$ cat config.mk
export PLATFORM = sky130hd
export DESIGN_NAME = bounded_positional_list_top
export DESIGN_NICKNAME = d
export VERILOG_FILES = /design/src/sv/bpl_pkg.sv /design/src/sv/bounded_positional_list_top.sv /design/src/sv/bpl_cell.sv /design/src/sv/bpl_ctrl.sv
export SDC_FILE = /design/constraint.sdc
export NUM_CORES = 2
export LEC_CHECK = 0
export BUFFER_PORTS_ARGS = -buffer_cell sky130_fd_sc_hd__buf_2
export CAP_MARGIN = 20
export CORE_MARGIN = 2
export CORE_UTILIZATION = 42
export DETAILED_ROUTE_END_ITERATION = 6
export PLACE_DENSITY = 0.7
export SYNTH_ARGS = -nofsm -noshare
export SYNTH_HDL_FRONTEND = slang
export SYNTH_SLANG_ARGS = --single-unit
$ cat constraint.sdc
create_clock -name clk -period 36.2 [get_ports clk]
set_input_delay 9.05 -clock clk [delete_from_list [all_inputs] [get_ports clk]]
set_output_delay 9.05 -clock clk [all_outputs]
set_load 0.02 [all_outputs]
$ cat src/sv/bpl_pkg.sv
// bpl_pkg: shared types and constants for the bounded positional list
// operation codes, status codes, controller states and the cell control bundle
// no dependencies
package bpl_pkg;

  localparam int CAPACITY_DEF = 16;
  localparam int VAL_W        = 32;
  localparam int POS_W        = 5;
  localparam int KIND_W       = 3;
  localparam int STATUS_W     = 3;

  typedef enum logic [KIND_W-1:0] {
    K_INS_FIRST = 3'd0,
    K_INS_POS   = 3'd1,
    K_INS_LAST  = 3'd2,
    K_DEL_FIRST = 3'd3,
    K_DEL_POS   = 3'd4,
    K_DEL_LAST  = 3'd5,
    K_SEARCH    = 3'd6,
    K_READOUT   = 3'd7
  } kind_t;

  typedef enum logic [STATUS_W-1:0] {
    ST_OK       = 3'd0,
    ST_FULL     = 3'd1,
    ST_EMPTY    = 3'd2,
    ST_BADPOS   = 3'd3,
    ST_NOTFOUND = 3'd4
  } status_t;

  typedef enum logic [1:0] {
    S_IDLE,
    S_EXEC,
    S_SCAN
  } state_t;

  typedef enum logic [2:0] {
    CELL_HOLD,
    CELL_INS,
    CELL_DEL,
    CELL_LOAD,
    CELL_SHIFT
  } cell_cmd_t;

  typedef struct packed {
    cell_cmd_t               cmd;
    logic signed [VAL_W-1:0] value;
  } cell_ctl_t;

endpackage

$ cat src/sv/bounded_positional_list_top.sv
// bounded_positional_list_top: ordered list of up to CAPACITY signed 32-bit values
// a row of bpl_cell slots driven by the bpl_ctrl sequencer
// depends on bpl_pkg, bpl_cell, bpl_ctrl
//
// input channel in_valid/in_stall carries kind, value and position; each item is
// one list operation. output channel out_valid/out_stall carries status,
// value_res, position_res and last; last marks the final result of an item.
// one item is worked on at a time; in_stall is high from the cycle after an item
// is taken until its final result has been loaded into the output register.
// insert and every error are settled in the exec state, with no scan.
// delete at position p walks the scan to p; search stops at the first match
// or, on a miss, after all n elements; read-out of n elements gives one element
// per cycle while the output is not stalled. the scan copy in the cell chain
// moves one slot toward the head on each shift.
// a result held under out_stall keeps its payload; the next item is taken but
// starts only once the output is free; its scan then pauses only to load a result.
// rst is synchronous and empties the list; element contents are not cleared.
module bounded_positional_list_top #(
  parameter int CAPACITY = bpl_pkg::CAPACITY_DEF
) (
  input  logic                                clk,
  input  logic                                rst,
  input  logic                                in_valid,
  output logic                                in_stall,
  input  logic [bpl_pkg::KIND_W-1:0]          kind,
  input  logic signed [bpl_pkg::VAL_W-1:0]    value,
  input  logic [bpl_pkg::POS_W-1:0]           position,
  output logic                                out_valid,
  input  logic                                out_stall,
  output logic [bpl_pkg::STATUS_W-1:0]        status,
  output logic signed [bpl_pkg::VAL_W-1:0]    value_res,
  output logic [bpl_pkg::POS_W-1:0]           position_res,
  output logic                                last
);
  import bpl_pkg::*;

  localparam int IDX_W = $clog2(CAPACITY);

  cell_ctl_t               cell_ctl;
  logic [IDX_W-1:0]        cell_idx;
  logic signed [VAL_W-1:0] elem [CAPACITY];
  logic signed [VAL_W-1:0] scan [CAPACITY];

  bpl_ctrl #(
    .CAPACITY(CAPACITY)
  ) u_ctrl (
    .clk         (clk),
    .rst         (rst),
    .in_valid    (in_valid),
    .in_stall    (in_stall),
    .kind        (kind),
    .value       (value),
    .position    (position),
    .out_valid   (out_valid),
    .out_stall   (out_stall),
    .status      (status),
    .value_res   (value_res),
    .position_res(position_res),
    .last        (last),
    .cell_ctl    (cell_ctl),
    .cell_idx    (cell_idx),
    .head_scan   (scan[0])
  );

  for (genvar j = 0; j < CAPACITY; j++) begin : g_cell
    logic signed [VAL_W-1:0] prev_elem;
    logic signed [VAL_W-1:0] next_elem;
    logic signed [VAL_W-1:0] next_scan;

    if (j == 0) begin : g_head
      assign prev_elem = '0;
    end else begin : g_body
      assign prev_elem = elem[j-1];
    end

    if (j == CAPACITY - 1) begin : g_tail
      assign next_elem = '0;
      assign next_scan = '0;
    end else begin : g_link
      assign next_elem = elem[j+1];
      assign next_scan = scan[j+1];
    end

    bpl_cell #(
      .IDX_W(IDX_W),
      .J    (j)
    ) u_cell (
      .clk      (clk),
      .ctl      (cell_ctl),
      .idx      (cell_idx),
      .prev_elem(prev_elem),
      .next_elem(next_elem),
      .next_scan(next_scan),
      .elem     (elem[j]),
      .scan     (scan[j])
    );
  end

endmodule

$ cat src/sv/bpl_cell.sv
// bpl_cell: one slot of the list chain, holding an element and a scan copy
// shifts elements on insert/delete and scan copies toward the head
// depends on bpl_pkg
module bpl_cell #(
  parameter int IDX_W = 4,
  parameter int J     = 0
) (
  input  logic                             clk,
  input  bpl_pkg::cell_ctl_t               ctl,
  input  logic [IDX_W-1:0]                 idx,
  input  logic signed [bpl_pkg::VAL_W-1:0] prev_elem,
  input  logic signed [bpl_pkg::VAL_W-1:0] next_elem,
  input  logic signed [bpl_pkg::VAL_W-1:0] next_scan,
  output logic signed [bpl_pkg::VAL_W-1:0] elem,
  output logic signed [bpl_pkg::VAL_W-1:0] scan
);
  import bpl_pkg::*;

  localparam logic [IDX_W-1:0] J_IDX = IDX_W'(J);

  always_ff @(posedge clk) begin
    case (ctl.cmd)
      CELL_INS: begin
        if (idx < J_IDX) begin
          elem <= prev_elem;
        end else if (idx == J_IDX) begin
          elem <= ctl.value;
        end
      end
      CELL_DEL: begin
        if (idx <= J_IDX) begin
          elem <= next_elem;
        end
      end
      CELL_LOAD: begin
        scan <= elem;
      end
      CELL_SHIFT: begin
        scan <= next_scan;
      end
      default: begin
      end
    endcase
  end

endmodule

$ cat src/sv/bpl_ctrl.sv
// bpl_ctrl: sequencer for the list chain, element count and result register
// decodes each item, drives the cell chain and walks the scan head
// depends on bpl_pkg
module bpl_ctrl #(
  parameter int CAPACITY = bpl_pkg::CAPACITY_DEF
) (
  input  logic                                clk,
  input  logic                                rst,
  input  logic                                in_valid,
  output logic                                in_stall,
  input  logic [bpl_pkg::KIND_W-1:0]          kind,
  input  logic signed [bpl_pkg::VAL_W-1:0]    value,
  input  logic [bpl_pkg::POS_W-1:0]           position,
  output logic                                out_valid,
  input  logic                                out_stall,
  output logic [bpl_pkg::STATUS_W-1:0]        status,
  output logic signed [bpl_pkg::VAL_W-1:0]    value_res,
  output logic [bpl_pkg::POS_W-1:0]           position_res,
  output logic                                last,
  output bpl_pkg::cell_ctl_t                  cell_ctl,
  output logic [$clog2(CAPACITY)-1:0]         cell_idx,
  input  logic signed [bpl_pkg::VAL_W-1:0]    head_scan
);
  import bpl_pkg::*;

  localparam int IDX_W = $clog2(CAPACITY);
  localparam int CNT_W = $clog2(CAPACITY + 1);
  localparam int W     = (CNT_W > POS_W) ? CNT_W : POS_W;
  localparam int CW    = W + 1;
  localparam logic [CNT_W-1:0] CAP_CNT = CNT_W'(CAPACITY);

  state_t                   state;
  state_t                   state_next;
  logic [CNT_W-1:0]         count;
  logic [CNT_W-1:0]         count_next;
  kind_t                    op_kind;
  logic signed [VAL_W-1:0]  op_val;
  logic [POS_W-1:0]         op_pos;
  logic [IDX_W-1:0]         idx;
  logic [IDX_W-1:0]         idx_next;
  logic [CNT_W-1:0]         pos_cnt;
  logic [CNT_W-1:0]         pos_cnt_next;

  logic                     accept;
  logic                     slot_free;
  logic                     to_scan;
  logic                     done;
  logic                     res_load;
  status_t                  res_status;
  logic signed [VAL_W-1:0]  res_value;
  logic [POS_W-1:0]         res_pos;
  logic                     res_last;

  logic                     is_full;
  logic                     is_empty;
  logic [CW-1:0]            pos_w;
  logic [CW-1:0]            cnt_w;
  logic                     ins_bad;
  logic                     del_bad;
  logic [POS_W-1:0]         pos_m1;
  logic [IDX_W-1:0]         ins_idx;
  logic [IDX_W-1:0]         del_idx;
  logic [W-1:0]             ins_pos1;
  logic [W-1:0]             scan_pos1;

  assign accept    = in_valid && !in_stall;
  assign in_stall  = (state != S_IDLE);
  assign slot_free = !out_valid || !out_stall;

  assign is_full   = (count == CAP_CNT);
  assign is_empty  = (count == '0);
  assign pos_w     = CW'(op_pos);
  assign cnt_w     = CW'(count);
  assign ins_bad   = (pos_w == '0) || (pos_w > cnt_w + CW'(1));
  assign del_bad   = (pos_w == '0) || (pos_w > cnt_w);
  assign pos_m1    = op_pos - POS_W'(1);
  assign scan_pos1 = W'(pos_cnt) + W'(1);
  assign ins_pos1  = W'(ins_idx) + W'(1);

  always_comb begin
    case (op_kind)
      K_INS_FIRST: ins_idx = '0;
      K_INS_LAST:  ins_idx = IDX_W'(count);
      default:     ins_idx = IDX_W'(pos_m1);
    endcase
    case (op_kind)
      K_DEL_FIRST: del_idx = '0;
      K_DEL_LAST:  del_idx = IDX_W'(count - CNT_W'(1));
      default:     del_idx = IDX_W'(pos_m1);
    endcase
  end

  // next state
  always_comb begin
    state_next = state;
    case (state)
      S_IDLE: begin
        if (accept) begin
          state_next = S_EXEC;
        end
      end
      S_EXEC: begin
        if (done) begin
          state_next = S_IDLE;
        end else if (to_scan) begin
          state_next = S_SCAN;
        end
      end
      S_SCAN: begin
        if (done) begin
          state_next = S_IDLE;
        end
      end
      default: begin
        state_next = S_IDLE;
      end
    endcase
  end

  // outputs and datapath control
  always_comb begin
    cell_ctl.cmd   = CELL_HOLD;
    cell_ctl.value = op_val;
    cell_idx       = idx;
    res_load       = 1'b0;
    res_status     = ST_OK;
    res_value      = '0;
    res_pos        = '0;
    res_last       = 1'b1;
    count_next     = count;
    idx_next       = idx;
    pos_cnt_next   = pos_cnt;
    to_scan        = 1'b0;
    done           = 1'b0;
    case (state)
      S_EXEC: begin
        if (slot_free) begin
          case (op_kind)
            K_INS_FIRST, K_INS_POS, K_INS_LAST: begin
              done     = 1'b1;
              res_load = 1'b1;
              if (is_full) begin
                res_status = ST_FULL;
              end else if (op_kind == K_INS_POS && ins_bad) begin
                res_status = ST_BADPOS;
              end else begin
                cell_ctl.cmd = CELL_INS;
                cell_idx     = ins_idx;
                count_next   = count + CNT_W'(1);
                res_value    = op_val;
                res_pos      = ins_pos1[POS_W-1:0];
              end
            end
            K_DEL_FIRST, K_DEL_POS, K_DEL_LAST: begin
              if (is_empty) begin
                done       = 1'b1;
                res_load   = 1'b1;
                res_status = ST_EMPTY;
              end else if (op_kind == K_DEL_POS && del_bad) begin
                done       = 1'b1;
                res_load   = 1'b1;
                res_status = ST_BADPOS;
              end else begin
                cell_ctl.cmd = CELL_LOAD;
                idx_next     = del_idx;
                pos_cnt_next = '0;
                to_scan      = 1'b1;
              end
            end
            default: begin
              if (is_empty) begin
                done       = 1'b1;
                res_load   = 1'b1;
                res_status = (op_kind == K_SEARCH) ? ST_NOTFOUND : ST_EMPTY;
              end else begin
                cell_ctl.cmd = CELL_LOAD;
                pos_cnt_next = '0;
                to_scan      = 1'b1;
              end
            end
          endcase
        end
      end
      S_SCAN: begin
        case (op_kind)
          K_DEL_FIRST, K_DEL_POS, K_DEL_LAST: begin
            if (pos_cnt == CNT_W'(idx)) begin
              if (slot_free) begin
                cell_ctl.cmd = CELL_DEL;
                count_next   = count - CNT_W'(1);
                done         = 1'b1;
                res_load     = 1'b1;
                res_value    = head_scan;
                res_pos      = scan_pos1[POS_W-1:0];
              end
            end else begin
              cell_ctl.cmd = CELL_SHIFT;
              pos_cnt_next = pos_cnt + CNT_W'(1);
            end
          end
          K_SEARCH: begin
            if (pos_cnt == count) begin
              if (slot_free) begin
                done       = 1'b1;
                res_load   = 1'b1;
                res_status = ST_NOTFOUND;
              end
            end else if (head_scan == op_val) begin
              if (slot_free) begin
                done      = 1'b1;
                res_load  = 1'b1;
                res_value = op_val;
                res_pos   = scan_pos1[POS_W-1:0];
              end
            end else begin
              cell_ctl.cmd = CELL_SHIFT;
              pos_cnt_next = pos_cnt + CNT_W'(1);
            end
          end
          default: begin
            if (slot_free) begin
              cell_ctl.cmd = CELL_SHIFT;
              pos_cnt_next = pos_cnt + CNT_W'(1);
              res_load     = 1'b1;
              res_value    = head_scan;
              res_pos      = scan_pos1[POS_W-1:0];
              res_last     = (W'(count) == scan_pos1);
              done         = res_last;
            end
          end
        endcase
      end
      default: begin
      end
    endcase
  end

  always_ff @(posedge clk) begin
    if (rst) begin
      state     <= S_IDLE;
      count     <= '0;
      out_valid <= 1'b0;
    end else begin
      state <= state_next;
      count <= count_next;
      if (res_load) begin
        out_valid <= 1'b1;
      end else if (!out_stall) begin
        out_valid <= 1'b0;
      end
    end
  end

  always_ff @(posedge clk) begin
    if (accept) begin
      op_kind <= kind_t'(kind);
      op_val  <= value;
      op_pos  <= position;
    end
    idx     <= idx_next;
    pos_cnt <= pos_cnt_next;
    if (res_load) begin
      status       <= res_status;
      value_res    <= res_value;
      position_res <= res_pos;
      last         <= res_last;
    end
  end

`ifndef SYNTHESIS
  a_count_bound: assert property (@(posedge clk) disable iff (rst)
    count <= CAP_CNT)
    else $error("element count above capacity");

  a_scan_nonempty: assert property (@(posedge clk) disable iff (rst)
    state == S_SCAN |-> count != '0)
    else $error("scan running on an empty list");

  a_scan_pos: assert property (@(posedge clk) disable iff (rst)
    state == S_SCAN |-> pos_cnt <= count)
    else $error("scan position past the list end");

  a_del_count: assert property (@(posedge clk) disable iff (rst)
    (state == S_SCAN && res_load && (op_kind == K_DEL_FIRST || op_kind == K_DEL_POS ||
     op_kind == K_DEL_LAST)) |=> count == $past(count) - CNT_W'(1))
    else $error("delete did not shrink the list");

  a_readout_cont: assert property (@(posedge clk) disable iff (rst)
    (state == S_SCAN && op_kind == K_READOUT && res_load && !res_last) |=> state == S_SCAN)
    else $error("read-out stopped before the last element");
`endif

endmodule
==> flow_summary.toml <==
[grt]
grtUsageTotal_pct = 19.5
grt_pass1_vias = 30700
grt_pass1_wl_um = 195000
antenna_found_initial = 2
grt_max_degree = 198
grt.overflow.total = 0

[final_layout]
layout_common_cells = "1114 x edfxtp_1, 483 x mux2_2, 482 x mux2i_1"
multi_input_area_um2 = 17900
drive_above_1_share_pct = 21.1
n_fill_cell = 11000
area_delta_synth_final_pct = 8.82
regArea_um2 = 33600
nets = 3889
final_common_cell = "edfxtp_1"

[cts]
postCtsSetupBuffers = 0
path_clk_slew_ns = 0.06
ctsHoldBuffers = 0
clockBufferDepth = 3
numCtsBuffers = 110
htree_levels = 3
cts_resized = 0
clock_latency_ns = 0.72
cts_tree = "yes"
cts-root-buf = "clkbuf_16"
cts.sinks = 1122

[placement]
dpl.hpwl_um = 72300
io_buffers = 86
gp_congestion = 0.843

[run]
cap_violations = 0

[floorplan]
die_area_um2 = 130000
die_h_um = 360
io_pins = 87
initial_core_util_pct = 42.4
rows = 130
core-area_um2 = 126000
die_x_um = 360

[detailed_routing]
drcViolationCount = 0
viasPerCell = 5.64
wirelength_um = 129000
detail_route.wl_per_cell_um = 23.2
vias = 31400
dr.pass1.iters = 6
drtIter0Drc = 3593
ant_nets = 0

[synth]
synth_area_um2 = 53300
synth_cells = 3879
synth_area_leader_cell = "edfxtp_1"
yosysTopAreaCellShare_pct = 62.8
syn-num-nets = 3942
ys_top_cells_by_area = "edfxtp_1 63%, mux2_2 10%, mux2i_1 9.1%"
synth.ff_latch_count = 1122
synthArstFlopShare_pct = 0
synth-seq-area-share_pct = 63.1
synth.distinct_cells = 72
synth_edf_count = 1114
syn_avg_cell_area_um2 = 13.7
ys.warnings.count = 0
synth_flop_cell = "edfxtp_1"

[outcome]
status = "complete, no violations"

[sta]
setup_violations = 0
relSlewSlack_pct = 25.5
hold_viol = 0
maxSlewViolCount = 0
max_freq_mhz = 74.5
fin_worst_skew_ns = 0.0395
tightest_slew_ns = 1.12
fin_tns_setup_ns = 0
layout_min_cycle_time_ns = 13.43
rsz0062_at_grt = "no"
finalCritPeriodShare_pct = 37.1

[worst_setup_path]
cp.required_ns = 36.76
arrival_ns = 13.99
worstSetupPathType = "in -> reg"
worstSetupStartpointType = "input port"
endpoint_kind = "flip-flop"
worstPathMaxFanout = 97

[min_path]
min_path_type = "reg -> reg"

[power_and_ir_drop]
irDropWorstVdd_v = 0.0000464
power_density_nw_per_um2 = 69.3
p_leak_uw = 0.0198
total_power_uw = 4020
==> where the power goes <==
part / total (µW) / switching [µW] / internal, µW
sequential: 1980 / 165 / 1810
clock: 1090 / 503 / 589
combinational: 947 / 577 / 370
==> through the flow <==
| step | util (%) | hold WS [ns] | worst slack [ns] | cell area (µm²) | std cells |
|---|---|---|---|---|---|
| floorplan | - | 0.490 | 1.59 | 53300 | 3879 |
| global placement | 43.4 | 0.517 | 21.78 | 54600 | 5362 |
| detailed placement | 43.4 | 0.514 | 21.68 | 54600 | 5362 |
| CTS | 46.1 | 0.516 | 22.42 | 57900 | 5562 |
| global route | 46.1 | 0.527 | 22.44 | 58000 | 5564 |
| finish | 46.1 | 0.515 | 22.77 | 58000 | 5565 |
==> synthesized netlist by cell type (3+ instances only) <==
cell type and number:
a21oi_1 247, nor3_1 8, xnor2_1 48, a21o_1 5, buf_2 42, a221oi_1 3
dfxtp_1 8, xor2_1 8, a22oi_1 33, nand2b_1 5, buf_4 37, buf_1 8
inv_1 25, buf_12 7, mux2_2 483, o31ai_1 4, nand3_1 19, nor2b_1 73
clkbuf_1 158, mux2i_4 6, a211oi_1 5, or3_1 5, edfxtp_1 1114, o22ai_1 7
o21ai_0 70, nand2_1 382, buf_6 58, and3_1 3, ha_1 19, nor2_1 262
nand4_1 10, a31oi_1 7, o21ai_1 174, mux2i_1 486, o211ai_1 4, o21bai_1 3
==> kinds of logic (layout without fill, tap and decap cells) <==
kind of cell	after synthesis	after routing	synth area share (%)
AOI/OAI and AO/OA	581	581	5.93
xor gates and xnor gates	56	56	0.920
adders and majority gates	19	19	0.446
buffers and inverters	338	373	3.77
DFF	1122	1122	63.1
muxes	976	976	19.6
other	0	1	0
and+or+nand+nor	787	787	6.23
==> registers in the layout, indices dropped and copies added, names as in the netlist, 4 cells and up <==
register / cells
u_ctrl.op_val: 32
u_ctrl.pos_cnt: 5
g_cell.u_cell.scan: 512
u_ctrl.idx: 4
g_cell.u_cell.elem: 512
u_ctrl.value_res: 32
u_ctrl.position_res: 5
u_ctrl.count: 5
u_ctrl.op_pos: 5
==> critical path: stages <==
cell and delay [ns]:
buf_2 0.11, and2_1 0.21, nor3_1 0.56, a311o_2 0.57, buf_4 0.66, buf_4 0.68, buf_4 0.69, buf_4 0.83
nand2_1 0.18, mux2i_1 0.18
==> metal layers <==
metal,global-route usage (%),share of wire (%),vias up,wire length [µm]
li1,-,-,14300,-
met5,0,0,-,0
met1,27.7,44,15700,56800
met3,2.96,7.0,171,9050
met2,31.1,47,1176,60100
met4,5.96,2.4,0,3080
==> layout make-up <==
class,instances,share of cell area [%]
multi-input combinational,2419,30.8
sequential,1122,58.0
tap,1650,3.56
antenna,1,0.00432
clock inverter,68,0.861
inverter,28,0.181
clock buffer,132,4.96
timing repair buffer,145,1.61
==> path summary, 6_finish.rpt <==
check	startpoint	to	slack (ns)	cells past startpoint
setup / recovery	out_stall	g_cell[15].u_cell.elem[21]	22.77	10
hold / removal	g_cell[15].u_cell.scan[10]	g_cell[14].u_cell.scan[10]	0.52	1
setup reg to reg	u_ctrl.count[0]	g_cell[5].u_cell.scan[13]	29.65	15
hold reg to reg	g_cell[15].u_cell.scan[10]	g_cell[14].u_cell.scan[10]	0.52	1
No activity file was read; power rests on OpenSTA's default activity.
